File: src/hw/rtl/epe_pkg.sv
// ----------------------------------------------------------------------------
// epe_pkg - shared definitions for the ellipse point evaluator
// Types, CORDIC constants, arctangent table and angle set-up helpers.
// ----------------------------------------------------------------------------
package epe_pkg;

  // Sine/cosine iteration count and angle resolution
  localparam int CORDIC_STEPS = 16;
  localparam int ANGLE_BITS   = 16;
  localparam int ATAN_DEPTH   = 24;
  localparam int NUM_CELLS    = (CORDIC_STEPS < ATAN_DEPTH) ? CORDIC_STEPS : ATAN_DEPTH;
  localparam int STEP_W       = 5;

  // Angle bits kept after quantisation
  localparam int ANGLE_DROP   = 16 - ((ANGLE_BITS >= 16) ? 16 : ANGLE_BITS);
  localparam logic [15:0] ANGLE_KEEP = 16'(16'hFFFF << ANGLE_DROP);

  // Q30 inverse CORDIC gain for the chosen step count
  localparam logic signed [31:0] CORDIC_GAIN =
    32'(64'd652032874 + (64'd434688583 >> (2 * CORDIC_STEPS)));

  // Register map
  localparam int CFG_ADDR_W = 5;
  typedef enum logic [2:0] {
    REG_SEMI_A   = 3'd0,
    REG_SEMI_B   = 3'd1,
    REG_CENTER_X = 3'd2,
    REG_CENTER_Y = 3'd3,
    REG_ROTATION = 3'd4
  } reg_idx_t;

  // One CORDIC lane: Q30 vector and residual turn phase
  typedef struct packed {
    logic signed [31:0] x;
    logic signed [31:0] y;
    logic signed [31:0] z;
  } lane_t;

  // Contents of one cell: parameter lane and rotation lane
  typedef struct packed {
    logic       vld;
    logic [1:0] quad_t;
    logic [1:0] quad_r;
    lane_t      lt;
    lane_t      lr;
  } slot_t;

  // Finished result item
  typedef struct packed {
    logic        ovf;
    logic [31:0] py;
    logic [31:0] px;
  } res_t;

  // Arctangent of 2^-i in Q32 turns
  function automatic logic [31:0] atan_turn(input logic [STEP_W-1:0] i);
    logic [31:0] v;
    case (i)
      5'd0:    v = 32'h20000000;
      5'd1:    v = 32'h12E4051D;
      5'd2:    v = 32'h09FB385B;
      5'd3:    v = 32'h051111D4;
      5'd4:    v = 32'h028B0D43;
      5'd5:    v = 32'h0145D7E1;
      5'd6:    v = 32'h00A2F61E;
      5'd7:    v = 32'h00517C55;
      5'd8:    v = 32'h0028BE53;
      5'd9:    v = 32'h00145F2E;
      5'd10:   v = 32'h000A2F98;
      5'd11:   v = 32'h000517CC;
      5'd12:   v = 32'h00028BE6;
      5'd13:   v = 32'h000145F3;
      5'd14:   v = 32'h0000A2F9;
      5'd15:   v = 32'h0000517C;
      5'd16:   v = 32'h000028BE;
      5'd17:   v = 32'h0000145F;
      5'd18:   v = 32'h00000A2F;
      5'd19:   v = 32'h00000517;
      5'd20:   v = 32'h0000028B;
      5'd21:   v = 32'h00000145;
      5'd22:   v = 32'h000000A2;
      5'd23:   v = 32'h00000051;
      default: v = 32'h00000000;
    endcase
    return v;
  endfunction

  // Turn phase of a 16-bit binary angle
  function automatic logic [31:0] angle_phase(input logic [15:0] ang);
    return {ang & ANGLE_KEEP, 16'h0000};
  endfunction

  // Nearest quarter turn
  function automatic logic [1:0] phase_quad(input logic [15:0] ang);
    logic [31:0] sum;
    sum = angle_phase(ang) + 32'h2000_0000;
    return sum[31:30];
  endfunction

  // Starting vector and residual in [-1/8, 1/8) turn
  function automatic lane_t lane_seed(input logic [15:0] ang);
    lane_t l;
    logic [1:0] q;
    q   = phase_quad(ang);
    l.x = CORDIC_GAIN;
    l.y = '0;
    l.z = $signed(angle_phase(ang) - {q, 30'h0});
    return l;
  endfunction

endpackage

File: src/hw/rtl/epe_cordic_cell.sv
// ----------------------------------------------------------------------------
// epe_cordic_cell - one CORDIC micro-rotation step
// Rotates the parameter lane and the rotation lane by +/- atan(2^-step)
// and registers both for the next cell.
// ----------------------------------------------------------------------------
module epe_cordic_cell (
  input  logic                        clk,
  input  logic                        rst_n,
  input  logic                        en,
  input  logic [epe_pkg::STEP_W-1:0]  step,
  input  epe_pkg::slot_t              slot_i,
  output epe_pkg::slot_t              slot_o
);
  import epe_pkg::*;

  slot_t       slot_r;
  slot_t       slot_nxt;
  logic [31:0] atan_v;

  // One micro-rotation; shifts round towards minus infinity
  function automatic lane_t rotate(input lane_t l, input logic [STEP_W-1:0] s,
                                   input logic [31:0] a);
    lane_t r;
    if (!l.z[31]) begin
      r.x = l.x - (l.y >>> s);
      r.y = l.y + (l.x >>> s);
      r.z = l.z - $signed(a);
    end else begin
      r.x = l.x + (l.y >>> s);
      r.y = l.y - (l.x >>> s);
      r.z = l.z + $signed(a);
    end
    return r;
  endfunction

  assign atan_v = atan_turn(step);

  always_comb begin
    slot_nxt    = slot_i;
    slot_nxt.lt = rotate(slot_i.lt, step, atan_v);
    slot_nxt.lr = rotate(slot_i.lr, step, atan_v);
  end

  // Advance with the rest of the pipeline
  always_ff @(posedge clk) begin
    if (!rst_n) begin
      slot_r.vld <= 1'b0;
    end else if (en) begin
      slot_r <= slot_nxt;
    end
  end

  assign slot_o = slot_r;

endmodule

File: config.mk
export PLATFORM = sky130hd
export DESIGN_NAME = epe_cordic_cell
export DESIGN_NICKNAME = d
export VERILOG_FILES = /design/src/hw/rtl/epe_pkg.sv /design/src/hw/rtl/epe_cordic_cell.sv
export SDC_FILE = /design/constraint.sdc
export NUM_CORES = 1
export LEC_CHECK = 0
export ABC_AREA = 0
export ABC_CLOCK_PERIOD_IN_PS = 11500
export BUFFER_PORTS_ARGS = -buffer_cell sky130_fd_sc_hd__buf_2
export CAP_MARGIN = 20
export CORE_ASPECT_RATIO = 0.9
export CORE_MARGIN = 4
export CORE_UTILIZATION = 25
export CTS_BUF_LIST = sky130_fd_sc_hd__clkbuf_8
export CTS_CLUSTER_SIZE = 20
export DETAILED_ROUTE_END_ITERATION = 8
export PLACE_DENSITY_LB_ADDON = 0.2
export SLEW_MARGIN = 20
export SYNTH_ARGS = -nofsm -noshare
export SYNTH_HDL_FRONTEND = slang
export SYNTH_SLANG_ARGS = --single-unit
File: constraint.sdc
create_clock -name clk -period 11.5 [get_ports clk]
set_clock_uncertainty 0.05 [all_clocks]
set_input_delay 3.45 -clock clk [delete_from_list [all_inputs] [get_ports clk]]
set_output_delay 3.45 -clock clk [all_outputs]
set_load 0.05 [all_outputs]
# --- Word level (Yosys, flattened, before mapping) ---
# Memories as Yosys holds them, arrays and structs flattened.
# Index checks and enable logic that the tools add are counted.
classes:
  shift: 4
  eq_ne: 0
  multipliers: 0
  order_cmp: 0
  n_addsub: 12
  n_div: 0
  n_mux: 2
  bitwise: 0
  reduce_logical: 1
op_table:
  columns: ["operator", "count"]
  rows:
  - ["$add 32x32->32", 6]
  - ["$mux 96", 2]
  - ["$sub 32x32->32", 6]
  - ["$sshr 32x5->32", 4]
  - ["$reduce_and 2->1", 1]
word_totals:
  mem_bits_ro: 960
  elab_cells: 29
  register_bits: 197
  mem_bits_rw: 0
  n_memories: 1
  latch_bits: 0
  inputBits: 205
mem_list:
  columns: ["memory", "words", "width", "read_ports", "rd_ports_with_merged_regs", "wr", "line_no", "rtl"]
  rows:
  - ["(name not given)", 32, 30, 1, 0, 0, "epe_pkg.sv:58", "case (i)"]

# --- Depth between registers and ports, before layout ---
# Gate-level depths: netlist of run 1.
logic_depth:
  ltp_word: 3
  mapped_depth: 32
  depth_no_buf: 23

# --- Worst setup path before layout of run 1 ---
# OpenSTA, ideal clock, no wires.
synth_timing:
  path_type: "input port to flip-flop"
  startpoint: "input step[1] (netlist bit)"
  endpoint: "register slot_r, in the netlist slot_o[126] (data pin)"
  path_stages: 32
  arrival_time_ns: 9.023
  slack_ns: 2.168
  setup_time_ns: 0.259
  path_cell_list: "buf_2 > inv_1 > buf_4 > buf_2 > buf_2 > buf_4 > buf_2 > ha_1 > clkbuf_1 > nand2b_1 > nand2_1 > nand2_1 > a21oi_1 > nand2_1 > nor3_1 > and3_1 > clkbuf_1 > and3_1 > clkbuf_1 > nor3_1 > a21o_1 > ha_1 > inv_1 > nor3_1 > nand2_1 > a311oi_1 > o21ai_0 > o31ai_1 > o211a_1 > o21ai_0 > nand2b_1 > xor2_1"
synth_lines:
  columns: ["element", "line_no", "rtl"]
  rows:
  - ["from (decl)", "epe_cordic_cell.sv:10", "input logic [epe_pkg::STEP_W-1:0] step,"]
  - ["to (signal assigned)", "epe_cordic_cell.sv:49", "slot_r <= slot_nxt;"]
  - ["to (decl)", "epe_cordic_cell.sv:16", "slot_t slot_r;"]

==> results_dict.tcl, run 1 <==
set metrics [dict create \
    outcome "completed" \
    drive_above_1_share 0.2250 \
    detail-route-antenna-nets 0 \
    cp.required_ps 11870 \
    end_kind "register" \
    vdd.ir_drop.worst_v 0.0001042 \
    ff_latch_area_um2 5906 \
    synth_xor_area_frac 0.09246 \
    synth_top_family_by_area "compound AO/OA/AOI/OAI gates" \
    rows 116 \
    dieArea_um2 118400 \
    drt_iter0_drc 2960 \
    synth-simple-area-share 0.1483 \
    synth-compound-area-share 0.2225 \
    fin_crit_ps 9400 \
    synth_top_area_frac 0.2085 \
    path_clk_slew_ps 130 \
    grt.total_usage 0.2018 \
    synthMuxAreaShare 0.1867 \
    nNetsFinal 3861 \
    crit_arrival_ps 9770 \
    ctsHoldBuffers 0 \
    grt_max_degree 104 \
    synthAdderAreaFrac 0.1009 \
    clkSinkCount 197 \
    final_cell_area_um2 32130 \
    dieHeight_um 326.8 \
    setup_viol 0 \
    rsz0062_at_grt "no" \
    startpoint_type "primary input" \
    synth_area_leaders "edfxtp_1, mux4_2, ha_1" \
    vias 27302 \
    criticalPathCategory "in -> reg" \
    post-route-period-util 0.8174 \
    cts_tree "yes" \
    start_util 0.2529 \
    synthDistinctLibCells 103 \
    cts_buffers 17 \
    fillers 11901 \
    avgViaCountPerCell 5.536 \
    hold_end "slot_o[196]" \
    path_max_fanout 92 \
    yosys_warnings 0 \
    grt_pass1_wl_um 179200 \
    clk_latency_ps 650 \
    area_growth_pct 13.82 \
    synthArstFlopShare 0 \
    critPathBufInv 4 \
    root_buffer "clkbuf_8" \
    ys_ff_latch 197 \
    timing.fmax_mhz 106.4 \
    leakagePower_nw 12.92 \
    worstMarginPinSlew_ps 1209 \
    drv_cap 0 \
    post_synth.cell_area_avg_um2 9.016 \
    cts_setup_buffers 0 \
    r2r-start "slot_o[196]" \
    syn-cell-area_um2 28230 \
    grt_pass1_vias 26044 \
    placed_area_um2 31670 \
    r2r_cells 2 \
    cts_buffer_depth 2 \
    netlist_instances 3131 \
    place.port_buffers 401 \
    timing.slew.headroom 0.1929 \
    hold_depth 2 \
    hp-start "slot_o[196]" \
    pin_count 402 \
    dp.final_hpwl_um 98480 \
    syn-num-nets 3560 \
    slowest_delay_ps 670 \
    seq_area_frac_synth 0.2092 \
    htree_num_levels 4 \
    synth_commonest_cells "nor2_1, a21oi_1, nand2_1" \
    multiInputGateArea_um2 21230 \
    cpLargestDelayFamily "simple AND/OR/NAND/NOR gates" \
    hold_viol 0 \
    worst-r2r-setup-slack_ps 10860 \
    largest_reg_flops 197 \
    synth_most_common_cell "nor2_1" \
    post_cts_resized 0 \
    core_area_um2 111600 \
    first_pass_iters 8 \
    tns_ps 0 \
    gr-total-overflow 0 \
    synthFlopType "edfxtp_1" \
    reg2reg_to "slot_o[196]" \
    drc 0 \
    cellPowerDensity_nw_per_um2 126.1 \
    crit_path_top_delay_cell "nor4_1" \
    slew_violations 0 \
    dieWidth_um 362.2 \
    crit_chain "buf_8 > inv_1 > buf_4 > ha_1 > o21ai_0 > o22ai_1 > nor4_1 > nand2_1 > nor3_1 > and3_1 > and3_1 > nor3_1 > a21o_1 > ha_1 > inv_1 > nor3_1 > nand2_1 > a311oi_1 > o21ai_0 > o31ai_1 > o211a_1 > o21ai_0 > nand2b_1 > xor2_1" \
    synth_top_cell_by_area "edfxtp_1" \
    antenna_found_initial 19 \
    wl_per_cell_um 25.13 \
    gp_congestion 0.9732 \
    synth-edff-count 196 \
    drt-total-wl_um 123900 \
    holdCritPathClass "reg -> reg" \
]
-- worst reg2reg max path, delay by kind of cell, from the launching register on --
family	cells	cell delay, ps
DFF	1	330
muxes	1	120
and+or+nand+nor	1	60
-- metrics by stage --
step	instances	utilization	hold slack [ps]	setup slack, ps	power (mW)
finish	4932	0.2879	484.7	2100	4.053
global route	4924	0.2877	543.9	1425	4.332
CTS	4920	0.2876	493.7	2273	4.099
detailed placement	4888	0.2838	464.4	1483	3.534
global placement	4888	0.2838	453.5	1572	3.557
floorplan	3131	-	692.9	2168	2.867
-- worst max-delay path by stage --
stage,from,endpoint,cells after the start
after floorplan,step[1],slot_o[126],32
final,step[0],slot_o[126],24
after detailed placement,step[0],slot_o[126],24
after global routing,step[0],slot_o[126],24
after global placement,step[0],slot_o[62],23
after CTS,step[0],slot_o[126],24
-- final cells by class --
type,count,share of cell area
well taps,1475,0.05744
diodes,12,0.0009346
flip-flops and latches,197,0.1838
inverters,69,0.008061
clock buffers,17,0.007282
multi-input cells,2699,0.6606
clock inverters,15,0.005997
repair buffers,448,0.07590
-- per-layer routing --
layer / global-route usage / vias up / wire length [µm]
met4: 0.06467 / 8 / 3801
li1: - / 12579 / -
met5: 0 / - / 60
met1: 0.2767 / 13230 / 55730
met2: 0.3123 / 1248 / 54120
met3: 0.04844 / 237 / 10220
-- cells by family (layout without fill, tap and decap cells) --
logic type	after synthesis	in the layout
AND/OR/NAND/NOR	880	880
other	0	12
AO/OA/AOI/OAI	960	960
flip-flops	197	197
multiplexers	337	337
adder cells (fa/ha/maj)	224	224
buffers and inverters	235	549
XOR/XNOR	298	298
-- cell usage in the layout, fill, tap and decap left out, drive strengths merged, types with 17 or more instances in the layout --
cell type | Yosys | layout
a211oi | 34 | 34
a21boi | 21 | 21
a21o | 78 | 78
a21oi | 277 | 277
a22oi | 28 | 28
a31oi | 55 | 55
and2 | 28 | 28
and3 | 29 | 29
buf | 101 | 448
clkbuf | 65 | 17
edfxtp | 196 | 196
ha | 218 | 218
inv | 68 | 78
mux2 | 80 | 80
mux2i | 114 | 114
mux4 | 143 | 143
nand2 | 258 | 258
nand2b | 38 | 38
nand3 | 48 | 48
nand4 | 20 | 20
nor2 | 282 | 282
nor2b | 41 | 41
nor3 | 51 | 51
o211ai | 27 | 27
o21a | 46 | 46
o21ai | 177 | 177
o21bai | 26 | 26
o22ai | 32 | 32
or2 | 20 | 20
xnor2 | 176 | 176
xor2 | 122 | 122
-- power breakdown --
| group | switching (mW) | leakage, nW | total, mW | internal [mW] |
|---|---|---|---|---|
| Sequential | 0.0362 | 1.85 | 1.03 | 0.994 |
| Clock | 0.344 | 0.215 | 0.515 | 0.171 |
| Combinational | 1.64 | 10.9 | 2.51 | 0.870 |
Note: power is estimated with default switching activity, not from simulation.
==> run 2: changes to the inputs <==
--- a/config.mk
+++ b/config.mk
@@ -6,7 +6,7 @@
 export NUM_CORES = 1
 export LEC_CHECK = 0
 export ABC_AREA = 0
-export ABC_CLOCK_PERIOD_IN_PS = 11500
+export ABC_CLOCK_PERIOD_IN_PS = 7690
 export BUFFER_PORTS_ARGS = -buffer_cell sky130_fd_sc_hd__buf_2
 export CAP_MARGIN = 20
 export CORE_ASPECT_RATIO = 0.9
==> constraint.sdc (replaced) <==
create_clock -name clk -period 7.69 [get_ports clk]
set_clock_uncertainty 0.05 [all_clocks]
set_input_delay 2.307 -clock clk [delete_from_list [all_inputs] [get_ports clk]]
set_output_delay 2.307 -clock clk [all_outputs]
set_load 0.05 [all_outputs]
==> run 2 against run 1 <==
Register-to-register slack got worse by 3800 ps. Combinational power increased by 72%. Cell count grew 11%. First-iteration DRC count down 9.1%. Critical path type unchanged. Count of clock-buffer cells in the layout is 1 higher. Sequential power up 50%. Critical endpoint is now slot_o[158]. Highest routed layer unchanged. Sequential cell count did not move.
==> results_dict.tcl, run 2 (same netlist as run 1, synthesis figures left out) <==
set metrics [dict create \
    grt_pass1_wl_um 190300 \
    drt-total-wl_um 130700 \
    fin_ws_ps 280.3 \
    largest_reg_flops 197 \
    post-route-period-util 0.9636 \
    avgViaCountPerCell 5.316 \
    timing.slew.headroom 0.3323 \
    clk_latency_ps 650 \
    worst-r2r-setup-slack_ps 7050 \
    first_pass_iters 7 \
    core_area_um2 111600 \
    fin_crit_ps 7410 \
    hp-start "slot_o[196]" \
    nNetsFinal 4431 \
    hold_depth 2 \
    vias 29232 \
    grt_pass1_vias 28756 \
    cp.required_ps 8050 \
    cts_setup_buffers 0 \
    clkSinkCount 197 \
    gp_congestion 0.9911 \
    criticalPathCategory "in -> reg" \
    setup_viol 0 \
    hold_end "slot_o[196]" \
    placedCellCount 5458 \
    timing.fmax_mhz 135.0 \
    pin_count 402 \
    fillers 11928 \
    area_growth_pct 30.02 \
    pre_cts_slack_ps -320.2 \
    detail-route-antenna-nets 0 \
    fin_util 0.3288 \
    final_cell_mix "buf_4, buf_2, nor2_1, a21oi_1, nand2_1" \
    rows 116 \
    r2r-start "slot_o[196]" \
    drv_cap 0 \
    place.port_buffers 401 \
    slew_violations 0 \
    antenna_found_initial 26 \
    leakagePower_nw 15.79 \
    dieHeight_um 326.8 \
    wl_met2_um 57300 \
    drive_above_1_share 0.3360 \
    grt_max_degree 93 \
    drc 0 \
    worstMarginPinSlew_ps 976.3 \
    rsz0062_at_grt "no" \
    finalPower_mw 6.620 \
    drt_iter0_drc 2692 \
    cts_tree "yes" \
    gr-total-overflow 0 \
    cellPowerDensity_nw_per_um2 180.4 \
    grt.total_usage 0.2148 \
    start_util 0.2529 \
    root_buffer "clkbuf_8" \
    stdcell_count 5499 \
    ctsHoldBuffers 0 \
    met1_length_um 58700 \
    wl_met3_um 10810 \
    multiInputGateArea_um2 21260 \
    dieWidth_um 362.2 \
    path_clk_slew_ps 130 \
    path_max_fanout 24 \
    dp.final_hpwl_um 107400 \
    startpoint_type "primary input" \
    htree_num_levels 4 \
    end_kind "register" \
    outcome "completed" \
    crit_arrival_ps 7770 \
    top_layer "met5" \
    wl_per_cell_um 23.78 \
    holdCritPathClass "reg -> reg" \
    hold_viol 0 \
    cts_buffers 17 \
    dieArea_um2 118400 \
    reg2reg_to "slot_o[196]" \
    post_cts_resized 0 \
    ff_latch_area_um2 5906 \
    vdd.ir_drop.worst_v 0.0001489 \
    r2r_cells 2 \
    final_common_cell "buf_4" \
    cts_buffer_depth 2 \
]
run 2: power breakdown:
group / internal [mW] / switching, mW
Clock: 0.259 / 0.504
Sequential: 1.49 / 0.0537
Combinational: 1.75 / 2.56
Total: 3.50 / 3.12
run 2: worst max-delay path, stage by stage:
cell and delay (ps):
buf_8 210, buf_12 240, buf_4 190, buf_4 230
buf_4 160, mux2i_1 260, mux2_2 200, o21ai_0 120
a211oi_2 470, ha_1 260, nand3_1 220, nor2_1 230
a21oi_1 110, nor2_1 150, xnor2_1 130, ha_1 280
o21a_1 190, o211a_1 190, a211oi_1 210, a41oi_1 110
a311oi_1 330, nor3_1 130, a311o_1 340, a21o_1 180
a21oi_1 160, xnor2_1 80
run 2: layout make-up:
cell class,instances,area share
Multi-Input combinational cell,2699,0.5792
Timing Repair Buffer,1018,0.1905
Sequential cell,197,0.1609
Tap cell,1475,0.05028
Inverter,69,0.007057
Clock buffer,18,0.006750
Clock inverter,14,0.004670
Antenna cell,9,0.0006136
run 2: worst max path at each step:
stage	start	end	slack, ps
after floorplan	step[0]	slot_o[158]	10
after global placement	step[0]	slot_o[93]	-340
after detailed placement	step[0]	slot_o[95]	-320
after CTS	step[0]	slot_o[93]	470
after global routing	step[0]	slot_o[158]	60
final	step[0]	slot_o[158]	280
run 2: routing by layer:
metal | vias up | track usage
met3 | 216 | 0.06156
li1 | 13710 | -
met4 | 16 | 0.06668
met1 | 14068 | 0.2879
met2 | 1222 | 0.3340
met5 | - | 0
run 2: stage by stage:
stage                     area (µm²)  hold WS (ps)  TNS, ps
after floorplan                28280         692.9        0
after global placement         36260         455.6    -3256
after detailed placement       36260         462.2    -3205
after CTS                      36680         486.6        0
after global routing           36690         533.3        0
final                          36700         482.7        0
